$ cat src/rtl/core/tfd_pkg.sv
`default_nettype none
// ----------------------------------------------------------------------------
// tfd_pkg: tracker frame deframer shared definitions
// Frame constants, phase and verdict codes, and the beat payload types.
// ----------------------------------------------------------------------------
package tfd_pkg;

   localparam int MaxFrame      = 2048;
   localparam int CountWidth    = $clog2(MaxFrame);
   localparam int FrameOverhead = 5;
   localparam int SerialLen     = 4;
   localparam int HdrLast       = 8;

   localparam logic [7:0] StartByte = 8'h29;
   localparam logic [7:0] EndByte   = 8'h0D;

   typedef enum logic [1:0] {
      PhHunt   = 2'd0,
      PhStart2 = 2'd1,
      PhHeader = 2'd2,
      PhBody   = 2'd3
   } phase_type;

   typedef enum logic [2:0] {
      StatNone     = 3'd0,
      StatGood     = 3'd1,
      StatBadStart = 3'd2,
      StatBadEnd   = 3'd3,
      StatBadSum   = 3'd4
   } status_type;

   typedef struct packed {
      logic [7:0] rx_byte;
   } req_type;

   typedef struct packed {
      logic [7:0]  out_byte;
      logic        byte_kept;
      logic [10:0] byte_index;
      logic        frame_last;
      status_type  frame_status;
      logic        too_long;
      logic [7:0]  message_id;
      logic [31:0] serial_number;
      logic [15:0] length_value;
   } rsp_type;

endpackage : tfd_pkg
`default_nettype wire

$ cat src/rtl/core/tfd_channels.sv
`default_nettype none
// ----------------------------------------------------------------------------
// tfd channels: valid/ready beat interfaces
// Request channel carries received bytes, response channel carries results.
// ----------------------------------------------------------------------------
interface tfd_req_if;
   logic             valid;
   logic             ready;
   tfd_pkg::req_type data;

   modport source (output valid, output data, input ready);
   modport sink   (input valid, input data, output ready);
endinterface : tfd_req_if

interface tfd_rsp_if;
   logic             valid;
   logic             ready;
   tfd_pkg::rsp_type data;

   modport source (output valid, output data, input ready);
   modport sink   (input valid, input data, output ready);
endinterface : tfd_rsp_if
`default_nettype wire

$ cat src/rtl/core/tfd_step.sv
`default_nettype none
// ----------------------------------------------------------------------------
// tfd_step: per-byte frame state and result logic
// Holds the hunt/header/body phase, byte count, header fields and lagged
// checksum; forms the result for the current byte and advances on a beat.
// ----------------------------------------------------------------------------
module tfd_step (
   input  wire logic             clock,
   input  wire logic             reset,
   input  wire logic             advance,
   input  wire logic [7:0]       rx_byte,
   output tfd_pkg::rsp_type      result
);

   localparam int SumWidth  = 18;
   localparam int BodyWidth = 17;

   tfd_pkg::phase_type phase_ff, phase_in;
   logic [tfd_pkg::CountWidth-1:0] count_ff, count_in;
   logic [7:0]  id_ff, id_in;
   logic [15:0] len_ff, len_in;
   logic [31:0] serial_ff, serial_in;
   logic [7:0]  xor_ff, xor_in;
   logic [7:0]  prev_ff, prev_in;
   logic [7:0]  prev2_ff, prev2_in;

   logic [7:0] lagged_sum;
   logic       is_start;
   logic       hdr_end;
   logic       len_over;
   logic       len_short;
   logic       body_end;
   logic [tfd_pkg::CountWidth-1:0] count_inc;

   assign lagged_sum = xor_ff ^ prev2_ff;
   assign is_start   = (rx_byte == tfd_pkg::StartByte);
   assign hdr_end    = (count_ff >= tfd_pkg::CountWidth'(tfd_pkg::HdrLast));
   assign len_over   = (SumWidth'(tfd_pkg::FrameOverhead) + SumWidth'(len_ff))
                       > SumWidth'(tfd_pkg::MaxFrame);
   assign len_short  = (len_ff <= 16'(tfd_pkg::SerialLen));
   assign body_end   = (BodyWidth'(count_ff)
                        >= (BodyWidth'(tfd_pkg::SerialLen) + BodyWidth'(len_ff)));
   assign count_inc  = count_ff + 1'b1;

   // next phase
   always_comb begin
      phase_in = phase_ff;
      unique case (phase_ff)
         tfd_pkg::PhHunt: begin
            if (is_start) phase_in = tfd_pkg::PhStart2;
         end
         tfd_pkg::PhStart2: begin
            phase_in = is_start ? tfd_pkg::PhHeader : tfd_pkg::PhHunt;
         end
         tfd_pkg::PhHeader: begin
            if (hdr_end) begin
               phase_in = (len_over || len_short) ? tfd_pkg::PhHunt : tfd_pkg::PhBody;
            end
         end
         tfd_pkg::PhBody: begin
            if (body_end) phase_in = tfd_pkg::PhHunt;
         end
         default: phase_in = tfd_pkg::PhHunt;
      endcase
   end

   // datapath and result
   always_comb begin
      count_in  = count_ff;
      id_in     = id_ff;
      len_in    = len_ff;
      serial_in = serial_ff;
      xor_in    = xor_ff;
      prev_in   = prev_ff;
      prev2_in  = prev2_ff;
      result               = '0;
      result.out_byte      = rx_byte;
      result.frame_status  = tfd_pkg::StatNone;

      unique case (phase_ff)
         tfd_pkg::PhHunt: begin
            if (is_start) begin
               result.byte_kept = 1'b1;
               xor_in   = 8'h00;
               prev2_in = 8'h00;
               prev_in  = rx_byte;
               count_in = tfd_pkg::CountWidth'(1);
            end
         end
         tfd_pkg::PhStart2: begin
            result.byte_kept  = 1'b1;
            result.byte_index = 11'd1;
            if (!is_start) begin
               result.frame_last   = 1'b1;
               result.frame_status = tfd_pkg::StatBadStart;
            end else begin
               xor_in   = lagged_sum;
               prev2_in = prev_ff;
               prev_in  = rx_byte;
               count_in = tfd_pkg::CountWidth'(2);
            end
         end
         tfd_pkg::PhHeader: begin
            result.byte_kept  = 1'b1;
            result.byte_index = 11'(count_ff);
            if (count_ff == tfd_pkg::CountWidth'(2)) begin
               id_in = rx_byte;
            end else if (count_ff == tfd_pkg::CountWidth'(3)
                         || count_ff == tfd_pkg::CountWidth'(4)) begin
               len_in = {len_ff[7:0], rx_byte};
            end else begin
               serial_in = {serial_ff[23:0], rx_byte};
            end
            if (hdr_end && (len_over || len_short)) begin
               result.frame_last    = 1'b1;
               result.message_id    = id_in;
               result.serial_number = serial_in;
               result.length_value  = len_in;
               if (len_over) begin
                  result.too_long = 1'b1;
               end else if (rx_byte != tfd_pkg::EndByte) begin
                  result.frame_status = tfd_pkg::StatBadEnd;
               end else if (lagged_sum != prev_ff) begin
                  result.frame_status = tfd_pkg::StatBadSum;
               end else begin
                  result.frame_status = tfd_pkg::StatGood;
               end
            end else begin
               xor_in   = lagged_sum;
               prev2_in = prev_ff;
               prev_in  = rx_byte;
               count_in = count_inc;
            end
         end
         tfd_pkg::PhBody: begin
            result.byte_kept  = 1'b1;
            result.byte_index = 11'(count_ff);
            if (body_end) begin
               result.frame_last    = 1'b1;
               result.message_id    = id_ff;
               result.serial_number = serial_ff;
               result.length_value  = len_ff;
               if (rx_byte != tfd_pkg::EndByte) begin
                  result.frame_status = tfd_pkg::StatBadEnd;
               end else if (lagged_sum != prev_ff) begin
                  result.frame_status = tfd_pkg::StatBadSum;
               end else begin
                  result.frame_status = tfd_pkg::StatGood;
               end
            end else begin
               xor_in   = lagged_sum;
               prev2_in = prev_ff;
               prev_in  = rx_byte;
               count_in = count_inc;
            end
         end
         default: begin
            result.byte_kept = 1'b0;
         end
      endcase
   end

   always_ff @(posedge clock) begin
      if (reset) begin
         phase_ff <= tfd_pkg::PhHunt;
         count_ff <= '0;
      end else if (advance) begin
         phase_ff <= phase_in;
         count_ff <= count_in;
      end
   end

   always_ff @(posedge clock) begin
      if (advance) begin
         id_ff     <= id_in;
         len_ff    <= len_in;
         serial_ff <= serial_in;
         xor_ff    <= xor_in;
         prev_ff   <= prev_in;
         prev2_ff  <= prev2_in;
      end
   end

endmodule : tfd_step
`default_nettype wire

$ cat src/rtl/core/tfd_out_reg.sv
`default_nettype none
// ----------------------------------------------------------------------------
// tfd_out_reg: result register
// Holds one result beat; refills in the same cycle the held beat is taken.
// ----------------------------------------------------------------------------
module tfd_out_reg (
   input  wire logic             clock,
   input  wire logic             reset,
   input  wire logic             in_valid,
   output logic                  in_ready,
   input  wire tfd_pkg::rsp_type in_data,
   output logic                  out_valid,
   input  wire logic             out_ready,
   output tfd_pkg::rsp_type      out_data
);

   logic             valid_ff, valid_in;
   tfd_pkg::rsp_type data_ff;

   assign in_ready  = !reset && (!valid_ff || out_ready);
   assign valid_in  = (in_valid && in_ready) || (valid_ff && !out_ready);
   assign out_valid = valid_ff;
   assign out_data  = data_ff;

   always_ff @(posedge clock) begin
      if (reset) begin
         valid_ff <= 1'b0;
      end else begin
         valid_ff <= valid_in;
      end
   end

   always_ff @(posedge clock) begin
      if (in_valid && in_ready) begin
         data_ff <= in_data;
      end
   end

endmodule : tfd_out_reg
`default_nettype wire

$ cat src/rtl/core/tracker_frame_deframer_unit.sv
`default_nettype none
// ----------------------------------------------------------------------------
// tracker_frame_deframer_unit: length-prefixed frame deframer
// Hunts for the double start byte, captures the header, counts the frame
// out and reports end-byte and XOR checksum verdicts, one result per byte.
//
//   channel  dir  beat contents
//   req_beat in   rx_byte
//   rsp_beat out  out_byte, byte_kept, byte_index, frame_last, frame_status,
//                 too_long, message_id, serial_number, length_value
//
// One byte per cycle while results drain; each result is registered and appears
// in the cycle after its byte is taken. Throughput is set by the single result
// register, refilled as it drains. Reset clears the phase and the result register;
// ready is low while reset is high.
// A stalled result holds req_beat.ready low until the result is taken.
// ----------------------------------------------------------------------------
module tracker_frame_deframer_unit (
   input  wire logic  clock,
   input  wire logic  reset,
   tfd_req_if.sink    req_beat,
   tfd_rsp_if.source  rsp_beat
);

   logic             step_advance;
   logic             out_ready;
   tfd_pkg::rsp_type step_result;

   assign step_advance   = req_beat.valid && out_ready;
   assign req_beat.ready = out_ready;

   tfd_step u_step (
      .clock   (clock),
      .reset   (reset),
      .advance (step_advance),
      .rx_byte (req_beat.data.rx_byte),
      .result  (step_result)
   );

   tfd_out_reg u_out_reg (
      .clock     (clock),
      .reset     (reset),
      .in_valid  (req_beat.valid),
      .in_ready  (out_ready),
      .in_data   (step_result),
      .out_valid (rsp_beat.valid),
      .out_ready (rsp_beat.ready),
      .out_data  (rsp_beat.data)
   );

endmodule : tracker_frame_deframer_unit
`default_nettype wire

$ cat src/flat_wrapper.sv
// flat-port wrapper written by rule: the top's interface ports become plain ports
module tracker_frame_deframer_unit_flat 
  (clock, reset, req_beat_valid, req_beat_data, req_beat_ready, rsp_beat_valid, rsp_beat_data, rsp_beat_ready);
  tfd_req_if req_beat_i ();
  tfd_rsp_if rsp_beat_i ();
  input  wire logic clock;
  input  wire logic reset;
  input wire logic [$bits(req_beat_i.valid)-1:0] req_beat_valid;
  input wire logic [$bits(req_beat_i.data)-1:0] req_beat_data;
  output wire logic [$bits(req_beat_i.ready)-1:0] req_beat_ready;
  output wire logic [$bits(rsp_beat_i.valid)-1:0] rsp_beat_valid;
  output wire logic [$bits(rsp_beat_i.data)-1:0] rsp_beat_data;
  input wire logic [$bits(rsp_beat_i.ready)-1:0] rsp_beat_ready;
  assign req_beat_i.valid = req_beat_valid;
  assign req_beat_i.data = req_beat_data;
  assign req_beat_ready = req_beat_i.ready;
  assign rsp_beat_valid = rsp_beat_i.valid;
  assign rsp_beat_data = rsp_beat_i.data;
  assign rsp_beat_i.ready = rsp_beat_ready;
  tracker_frame_deframer_unit u_core (.clock(clock), .reset(reset), .req_beat(req_beat_i), .rsp_beat(rsp_beat_i));
endmodule
$ cat config.mk
export PLATFORM = sky130hd
export DESIGN_NAME = tracker_frame_deframer_unit_flat
export DESIGN_NICKNAME = d
export VERILOG_FILES = /design/src/rtl/core/tfd_pkg.sv /design/src/rtl/core/tfd_channels.sv /design/src/rtl/core/tfd_step.sv /design/src/rtl/core/tfd_out_reg.sv /design/src/rtl/core/tracker_frame_deframer_unit.sv /design/src/flat_wrapper.sv
export SDC_FILE = /design/constraint.sdc
export NUM_CORES = 1
export LEC_CHECK = 0
export ABC_CLOCK_PERIOD_IN_PS = 17700
export BUFFER_PORTS_ARGS = -buffer_cell sky130_fd_sc_hd__clkbuf_2
export CAP_MARGIN = 10
export CORE_ASPECT_RATIO = 1.2
export CORE_UTILIZATION = 43
export CTS_CLUSTER_SIZE = 12
export DETAILED_ROUTE_END_ITERATION = 6
export PLACE_DENSITY = 0.7
export SLEW_MARGIN = 20
export SYNTH_ARGS = -nofsm -noshare
export SYNTH_HDL_FRONTEND = slang
export SYNTH_SLANG_ARGS = --single-unit
$ cat constraint.sdc
create_clock -name clock -period 17.7 [get_ports clock]
set_clock_uncertainty 0.2 [all_clocks]
set_input_delay 1.77 -clock clock [delete_from_list [all_inputs] [get_ports clock]]
set_output_delay 1.77 -clock clock [all_outputs]
set_load 0.1 [all_outputs]
==> results of run 1 <==
[worst max-delay path: stages]
cell and delay (ns):
clkbuf_2 0.31, nor2_1 0.24, clkbuf_2 0.48
[cell type report]
| class | instances | area, sq um |
|---|---|---|
| clock buffers | 17 | 425.4 |
| clock inverters | 15 | 146.4 |
| fillers | 1638 | 9387 |
| inverters | 23 | 88.84 |
| multi-input cells | 383 | 3053 |
| flip-flops and latches | 175 | 5115 |
| well taps | 256 | 320.3 |
| repair buffers | 101 | 526.8 |
[registers in the layout (all words and copies together) (netlist names)]
signal and flops:
u_core.u_step.xor_ff 8, u_core.u_step.prev2_ff 8, u_core.u_step.len_ff 16, u_core.u_step.count_ff 11, u_core.u_out_reg.out_valid 1, u_core.u_step.phase_ff 2
u_core.u_out_reg.out_data 81, u_core.u_step.id_ff 8, u_core.u_step.serial_ff 32, u_core.u_step.prev_ff 8
[cell families after synthesis]
kind of cell / Yosys count
flip-flops: 175
AND/OR/NAND/NOR: 150
AO/OA/AOI/OAI: 131
buffers and inverters: 69
multiplexers: 56
XOR/XNOR: 28
adder cells (fa/ha/maj): 18
[final timing paths]
kind	from	to
setup / recovery	reset	req_beat_ready
setup reg to reg	u_core.u_step.len_ff[2]	u_core.u_step.count_ff[5]
hold / removal	u_core.u_step.count_ff[0]	u_core.u_step.count_ff[0]
hold reg to reg	u_core.u_step.count_ff[0]	u_core.u_step.count_ff[0]
[layer usage]
metal / up-vias / wire length, um / part of all wire [%] / GRT usage [%]
met1: 2846 / 7993 / 41 / 25.58
met5: - / 0 / 0 / 0
met2: 231 / 9852 / 50 / 33.10
li1: 2645 / - / - / -
met4: 0 / 637 / 3.2 / 9.579
met3: 41 / 1165 / 5.9 / 4.367
[synthesized netlist by cell type (4+ instances only)]
cell | n | area share, %
edfxtp_1 | 161 | 57
a32o_1 | 52 | 6.2
mux2_2 | 49 | 6.5
nor2_1 | 30 | 1.3
nand2_1 | 25 | 1.1
clkbuf_1 | 24 | 1.1
inv_1 | 20 | 0.89
ha_1 | 18 | 2.7
xnor2_1 | 16 | 1.7
buf_2 | 15 | 0.89
nor4_1 | 15 | 1.1
dfxtp_1 | 14 | 3.3
nand4_1 | 12 | 0.89
xor2_1 | 12 | 1.2
and2_1 | 11 | 0.82
o21ai_0 | 11 | 0.65
a21oi_1 | 10 | 0.59
nand3_1 | 10 | 0.59
nor2b_1 | 10 | 0.74
nor3_1 | 7 | 0.42
nand2b_1 | 6 | 0.44
o2111ai_1 | 6 | 0.62
a211o_1 | 5 | 0.52
and3_1 | 5 | 0.37
o211ai_1 | 5 | 0.44
o311ai_1 | 5 | 0.52
or4_1 | 5 | 0.44
a2111oi_0 | 4 | 0.42
a31oi_1 | 4 | 0.30
buf_1 | 4 | 0.18
mux2i_1 | 4 | 0.47
nand3b_1 | 4 | 0.36
o31ai_1 | 4 | 0.36
[stage by stage]
step | cells | utilization [%] | total power [uW] | instance area [sq um]
2_1_floorplan | 627 | - | 518.3 | 8438
3_3_place_gp | 938 | 47.74 | 529.3 | 9100
3_5_place_dp | 938 | 47.74 | 530.0 | 9100
4_1_cts | 970 | 50.74 | 888.7 | 9672
5_1_grt | 970 | 50.76 | 903.8 | 9676
6_report | 970 | 50.76 | 881.7 | 9676
[power by group through the flow]
stage	combinational, uW	clock, uW	sequential (uW)
4_1_cts	64.6	368	456
2_1_floorplan	6.69	0	512
3_5_place_dp	64.7	0	465
6_report	64.4	361	456
3_3_place_gp	64.1	0	465
5_1_grt	66.2	381	456
==> flow_summary.json, run 1 <==
{
  "cts_setup_buffers": 0,
  "min-delay-path-class": "flop to flop",
  "layout_common_cells": "161 x edfxtp_1, 94 x clkbuf_2, 52 x a32o_1",
  "ys_ff_latch": 175,
  "core_area_sq_mm": 0.01906,
  "hold_violations": 0,
  "switchingPower_uw": 235.2,
  "synth_fa_ha_area_share_pct": 2.669,
  "pre_cts_ws_ns": 12.94,
  "sequentialPowerShare_pct": 51.7,
  "cts.repair.resized": 0,
  "end_kind": "output port",
  "layout-drive-gt1-share_pct": 27.45,
  "grt_antenna_before_repair": 0,
  "diodes": 0,
  "gr-total-overflow": 0,
  "drt-pass1-iter-count": 5,
  "rr_worst_depth": 13,
  "crit_required_ns": 15.73,
  "drtIter0Drc": 484,
  "num_vias": 5763,
  "cts_tree": "done",
  "ant_nets": 0,
  "path_clk_slew_ns": 0.07,
  "critPathKind": "primary input to output port",
  "area_growth_pct": 14.66,
  "syn_inst": 627,
  "yosysWarnings": 0,
  "power_density_mw_per_mm2": 91.12,
  "p_comb_share_pct": 7.3,
  "place_congestion": 0.8578,
  "ys_types": 61,
  "row_count": 55,
  "synthSimpleGateAreaFrac_pct": 9.623,
  "setup_viol": 0,
  "ys_seq_area_share_pct": 60.62,
  "whs_ns": 0.3329,
  "io_buffers": 94,
  "start_util_pct": 44.27,
  "die_x_um": 129.9,
  "rsz0062_at_grt": "no",
  "holdPathStages": 2,
  "synth-compound-area-share_pct": 13.33,
  "status": "finished, final reports clean",
  "syn-num-nets": 657,
  "fin_nets": 731,
  "final_common_cell": "edfxtp_1",
  "power.internal_uw": 646.5,
  "min_period_ns": 4.774,
  "pin_count": 95,
  "grt_pass1_wl_um": 30940,
  "fin_setup_tns_ns": 0,
  "drt-vias-per-instance": 5.941,
  "synthArstFlopShare_pct": 0,
  "p_leak_uw": 0.003375,
  "clock_latency_ns": 0.44,
  "grtUsageTotal_pct": 20.30,
  "synth_top_family_by_area": "compound AO/OA/AOI/OAI gates",
  "synth_edf_count": 161,
  "cts_num_sinks": 175,
  "path_max_fanout": 23,
  "start_kind": "primary input",
  "switching_share_pct": 26.68,
  "worst_slew_pin_slew_ns": 0.8973,
  "setup_ws_ns": 12.93,
  "die_h_um": 155.5,
  "hpwl_um": 12830,
  "clock.fmax_mhz": 209.5,
  "cts_buffer_depth": 2,
  "rrSetupSlack_ns": 13.39,
  "cts_hold_buffers": 0,
  "drv_cap": 0,
  "worstPathArrival_ns": 2.80,
  "htreeDepth": 4,
  "clkPwrFrac_pct": 41.0,
  "slew-limit-headroom_pct": 39.55,
  "numCtsBuffers": 17,
  "drc": 0,
  "cts-root-buf": "clkbuf_16",
  "synth_mux_area_share_pct": 7.414,
  "report.final.slew_viol_count": 0,
  "synthXorXnorAreaFrac_pct": 2.906,
  "grt_max_degree": 85,
  "dieArea_sq_mm": 0.02019,
  "grt_pass1_vias": 5647,
  "max-vdd-ir-drop_uv": 62.56,
  "avgSynthCellArea_sq_um": 13.46,
  "drt_wl_total_um": 19650,
  "finalCritPeriodShare_pct": 26.97,
  "synth-main-ff-cell": "edfxtp_1",
  "wl_per_cell_um": 20.26,
  "synth.cell_area_sq_mm": 0.008438
}
(Power assumes the default switching activity.)
==> run 2: changes to the inputs <==
Settings changed: ABC_AREA from default to 1, ABC_CLOCK_PERIOD_IN_PS 17700 to 5000.
Clock period 17.7 ns to 5 ns, I/O delays scaled along.
==> flow_summary.json, run 2 <==
{
  "fin_nets": 1031,
  "max-vdd-ir-drop_uv": 262.5,
  "core_area_sq_mm": 0.01969,
  "synth-main-ff-cell": "edfxtp_1",
  "fillers": 1795,
  "cts_num_sinks": 175,
  "grt_pass1_wl_um": 30790,
  "p_leak_uw": 0.004179,
  "reg2reg_from": "u_core.u_step.len_ff[2]",
  "switchingPower_uw": 832.1,
  "drc": 0,
  "ys_types": 36,
  "min_period_ns": 3.746,
  "start_util_pct": 44.05,
  "drt-pass1-iter-count": 5,
  "synth.cell_area_sq_mm": 0.008672,
  "diodes": 0,
  "critPathKind": "flop to flop",
  "yosys-top-cells-count": "212 x nand2_1, 161 x edfxtp_1, 135 x inv_1, 80 x o21ai_0, 71 x nor2_1",
  "power.internal_uw": 2345,
  "synth_most_common_cell": "nand2_1",
  "io_buffers": 94,
  "drt_wl_total_um": 19250,
  "numCtsBuffers": 17,
  "p_comb_share_pct": 7.3,
  "row_count": 56,
  "avgSynthCellArea_sq_um": 9.488,
  "yosysWarnings": 0,
  "syn_inst": 914,
  "htreeDepth": 4,
  "placed_area_sq_mm": 0.009368,
  "die_h_um": 157.6,
  "clock.fmax_mhz": 267.0,
  "path_max_fanout": 54,
  "largest_reg_flops": 81,
  "cts_setup_buffers": 0,
  "synth_area_leader_cell": "edfxtp_1",
  "end_kind": "flop",
  "status": "finished, final reports clean",
  "synth_edf_count": 161,
  "cts_tree": "done",
  "setup_viol": 0,
  "min_to": "u_core.u_out_reg.out_valid",
  "hp-start": "reset",
  "grt_pass1_vias": 5986,
  "cts.repair.resized": 0,
  "rrSetupSlack_ns": 1.25,
  "area_growth_pct": 14.90,
  "design_area_sq_mm": 0.009965,
  "drt-vias-per-instance": 5.023,
  "wl_per_cell_um": 15.09,
  "ant_nets": 0,
  "grt_antenna_before_repair": 0,
  "switching_share_pct": 26.19,
  "die_x_um": 131.6,
  "gr-total-overflow": 0,
  "synth_top_area_share_pct": 55.75,
  "worst_slew_pin_slew_ns": 0.8650,
  "worstReg2RegEnd": "u_core.u_out_reg.out_data[57]",
  "pin_count": 95,
  "start_kind": "flop",
  "sequentialPowerShare_pct": 50.9,
  "grtUsageTotal_pct": 19.29,
  "hold_violations": 0,
  "ys_seq_area_share_pct": 58.98,
  "synthArstFlopShare_pct": 0,
  "finalCritPeriodShare_pct": 74.91,
  "cts-root-buf": "clkbuf_16",
  "holdPathStages": 2,
  "dieArea_sq_mm": 0.02074,
  "report.final.slew_viol_count": 0,
  "clock_latency_ns": 0.44,
  "layout-drive-gt1-share_pct": 18.24,
  "synth.area.top_cells": "edfxtp_1 56%, nand2_1 9.2%, inv_1 5.8%, o21ai_0 4.6%, dfxtp_1 3.2%",
  "drv_cap": 0,
  "final_common_cell": "nand2_1",
  "place_congestion": 0.9427,
  "drtIter0Drc": 600,
  "power_density_mw_per_mm2": 318.8,
  "ys_ff_latch": 175,
  "syn-num-nets": 944,
  "cts_hold_buffers": 0,
  "crit_required_ns": 4.98,
  "fin_setup_tns_ns": 0,
  "clkPwrFrac_pct": 41.9,
  "rsz0062_at_grt": "no",
  "worstPathArrival_ns": 3.73,
  "path_clk_slew_ns": 0.07,
  "hpwl_um": 13420,
  "cts_buffer_depth": 2,
  "rr_worst_depth": 17,
  "slew-limit-headroom_pct": 42.25,
  "num_vias": 6404,
  "min-delay-path-class": "primary input to flop",
  "grt_max_degree": 55,
  "layout_common_cells": "212 x nand2_1, 161 x edfxtp_1, 134 x inv_1"
}
## run 2: changes by cell type after synthesis, moves of 12 or more
cell,delta
nand3_1,+27
o21ai_0,+69
nor2_1,+41
inv_2,+13
inv_1,+115
nand2_1,+187
o21ai_1,+16
nand2_2,+12
mux2_2,-49
a32o_1,-52
o22ai_1,+15
## run 2: cells by family after synthesis
logic type	synth area share (%)
simple gates	19.71
buf+inv	8.426
flops	58.98
compound gates	7.964
xor+xnor	2.323
fa+ha+maj	2.597
## run 2: worst max-delay path, stage by stage, from the launching register on
cell and delay (ns):
edfxtp_1 0.54, ha_1 0.25, inv_1 0.08, nor2_2 0.20, nand2_1 0.15, xor2_1 0.18
ha_1 0.30, nand2_1 0.08, nor2_1 0.05, a211oi_1 0.17, nand2_1 0.08, nand2_1 0.06
nand3_1 0.12, nand3_4 0.10, buf_4 0.50, o21ai_0 0.24, inv_1 0.12, nor2_1 0.04
## run 2: how the worst max path moves through the flow
stage	slack (ns)	from	to
6_report	1.25	u_core.u_step.len_ff[2]	u_core.u_out_reg.out_data[57]
3_5_place_dp	1.26	u_core.u_step.len_ff[2]	u_core.u_out_reg.out_data[57]
3_3_place_gp	1.41	u_core.u_step.len_ff[2]	u_core.u_out_reg.out_data[57]
2_1_floorplan	0.09	u_core.u_out_reg.out_valid	u_core.u_step.id_ff[0]
4_1_cts	1.24	u_core.u_step.len_ff[2]	u_core.u_out_reg.out_data[57]
5_1_grt	0.97	u_core.u_step.len_ff[2]	u_core.u_out_reg.out_data[57]
## run 2: cell type report
type,count,area (sq um),area share [%]
flip-flops and latches,175,5115,51.33
multi-input cells,556,2836,28.47
inverters,150,566.8,5.688
repair buffers,101,523.0,5.249
clock buffers,17,425.4,4.269
well taps,261,326.6,3.277
clock inverters,15,171.4,1.720
## run 2: metal layers
metal | up-vias | global-route usage, % | share of wire [%]
met4 | 0 | 6.589 | 1.7
met5 | - | 0 | 0
met3 | 26 | 3.607 | 4.4
met2 | 201 | 34.01 | 51
li1 | 3187 | - | -
met1 | 2990 | 23.74 | 43
## run 2: metrics by stage
| step | total power (uW) | setup WS, ns | hold WS [ns] | util, % | cells |
|---|---|---|---|---|---|
| 5_1_grt | 3266 | 0.9693 | 0.04578 | 50.61 | 1275 |
| 3_5_place_dp | 1881 | 1.257 | 0.3104 | 47.58 | 1243 |
| 2_1_floorplan | 1839 | 0.08624 | 0.3142 | - | 914 |
| 3_3_place_gp | 1880 | 1.410 | 0.2989 | 47.57 | 1243 |
| 6_report | 3177 | 1.254 | 0.05415 | 50.61 | 1275 |
| 4_1_cts | 3207 | 1.244 | 0.04482 | 50.61 | 1275 |
## run 2: power groups by stage
stage	clock [uW]	combinational, uW	sequential (uW)
after floorplan	0	28.4	1810
after global placement	0	231	1650
after detailed placement	0	232	1650
after CTS	1360	233	1620
after global routing	1410	239	1620
final	1330	231	1620
==> run 3: changes to the inputs <==
Settings changed: ABC_CLOCK_PERIOD_IN_PS 5000 to 3450.
Clock period 5 ns to 3.45 ns, I/O delays scaled along.
==> flow_summary.json, run 3 (same netlist as run 2, synthesis figures left out) <==
{
  "hold_violations": 0,
  "p_leak_uw": 0.004239,
  "sequentialPowerShare_pct": 51.4,
  "fin_nets": 1045,
  "core_area_sq_mm": 0.01969,
  "num_vias": 6469,
  "die_x_um": 131.6,
  "design_area_sq_mm": 0.01014,
  "drt-pass1-iter-count": 5,
  "pin_count": 95,
  "path_cells": "nand2_1, nor2_4, nand2_1, xor2_1, ha_1, nand2_1, nor2_1, a211oi_1, nand2_1, nand2_1, nand3_1, nand3_4, nand3_4, inv_1",
  "switchingPower_uw": 1180,
  "critPathKind": "flop to flop",
  "fillers": 1801,
  "numCtsBuffers": 17,
  "largest_reg_flops": 81,
  "grt_max_degree": 72,
  "diodes": 0,
  "cpPeakStageDelay_ns": 0.54,
  "grt_antenna_before_repair": 0,
  "min-delay-path-class": "primary input to flop",
  "final_common_cell": "nand2_1",
  "min_period_ns": 3.128,
  "start_kind": "flop",
  "cts.repair.resized": 0,
  "io_buffers": 94,
  "ant_nets": 0,
  "worst_slew_pin_slew_ns": 0.5624,
  "worstPathArrival_ns": 3.04,
  "area_growth_pct": 16.89,
  "drt_wl_total_um": 19510,
  "hpwl_um": 13420,
  "report.final.slew_viol_count": 0,
  "path_clk_slew_ns": 0.07,
  "grt_pass1_vias": 6171,
  "drc": 0,
  "crit_top_cell": "nand2_1",
  "pre_cts_ws_ns": 0.3507,
  "start_util_pct": 44.05,
  "clkPwrFrac_pct": 41.1,
  "layout_common_cells": "212 x nand2_1, 161 x edfxtp_1, 134 x inv_1",
  "wl_per_cell_um": 15.13,
  "dieArea_sq_mm": 0.02074,
  "grtUsageTotal_pct": 19.90,
  "end_kind": "flop",
  "clock.fmax_mhz": 319.7,
  "htreeDepth": 4,
  "multiInputGateArea_sq_mm": 0.002845,
  "startpoint": "u_core.u_step.len_ff[4]",
  "cts_tree": "done",
  "status": "finished, final reports clean",
  "fin_setup_tns_ns": 0,
  "drtIter0Drc": 555,
  "layout-drive-gt1-share_pct": 18.68,
  "setup_ws_ns": 0.3222,
  "cts_buffer_depth": 2,
  "die_h_um": 157.6,
  "power_density_mw_per_mm2": 449.8,
  "path_max_fanout": 8,
  "max-vdd-ir-drop_uv": 375.1,
  "rsz0062_at_grt": "no",
  "drv_cap": 0,
  "power.internal_uw": 3379,
  "finalCritPeriodShare_pct": 90.66,
  "switching_share_pct": 25.88,
  "grt_pass1_wl_um": 31710,
  "cts_setup_buffers": 0,
  "cts_num_sinks": 175,
  "row_count": 56,
  "seqCellArea_sq_mm": 0.005116,
  "setup_viol": 0,
  "cts-root-buf": "clkbuf_16",
  "cpMaxStageDelayCell": "edfxtp_1",
  "placed_area_sq_mm": 0.009520,
  "power_uw": 4560,
  "place_congestion": 0.9059,
  "cts_hold_buffers": 5,
  "clock_latency_ns": 0.44,
  "gr-total-overflow": 0,
  "reg2reg_from": "u_core.u_step.len_ff[4]",
  "drt-vias-per-instance": 5.019,
  "slew-limit-headroom_pct": 62.67,
  "p_comb_share_pct": 7.6,
  "hp-start": "req_beat_data[6]",
  "crit_required_ns": 3.37
}
-- run 3: cell count changes in the layout (fill, tap and decap cells not counted), moves of 2 or more --
cell	delta
buf_12	+6
buf_4	+3
clkbuf_1	+2
clkinvlp_4	+2
dlygate4sd3_1	+5
inv_6	-3
inv_8	-2
-- run 3: through the flow --
step	instances	utilization, %	hold slack (ns)
global placement	1252	48.35	0.3159
detailed placement	1252	48.35	0.3313
global route	1289	51.49	0.01395
finish	1289	51.49	0.02014
CTS	1289	51.49	0.005001
floorplan	914	-	0.2100
-- run 3: final cells by class --
cell class	instances	area share [%]
Multi-Input combinational cell	556	28.07
Sequential cell	175	50.47
Tap cell	261	3.221
Clock inverter	13	1.321
Timing Repair Buffer	115	7.060
Clock buffer	19	4.271
Inverter	150	5.591
-- run 3: worst max-delay path, delay by kind of cell (launching register included) --
| family | cells | cell delay, ns |
|---|---|---|
| AOI/OAI and AO/OA | 1 | 0.16 |
| adders and majority gates | 1 | 0.27 |
| DFF | 1 | 0.54 |
| and+or+nand+nor | 10 | 1.15 |
| buffers and inverters | 1 | 0.24 |
| xor gates and xnor gates | 1 | 0.24 |
-- run 3: final timing paths --
kind,endpoint,slack [ns],depth (start not counted)
min,u_core.u_out_reg.out_data[79],0.02,1
max reg2reg,u_core.u_step.prev_ff[5],0.32,14
min reg2reg,u_core.u_step.prev2_ff[3],0.38,2
max,u_core.u_step.prev_ff[5],0.32,14
-- run 3: power groups by stage --
stage	clock, uW	combinational [uW]	sequential [uW]
finish	1870	345	2340
global route	1980	356	2350
CTS	1900	346	2340
detailed placement	0	341	2390
global placement	0	340	2390
floorplan	0	42.4	2620
-- run 3: metal layers --
metal / wire (um) / up-vias / track usage, %
met3: 1020 / 36 / 4.380
met2: 9794 / 179 / 34.54
li1: - / 3232 / -
met1: 8233 / 3022 / 24.07
met5: 0 / - / 0
met4: 456 / 0 / 7.973
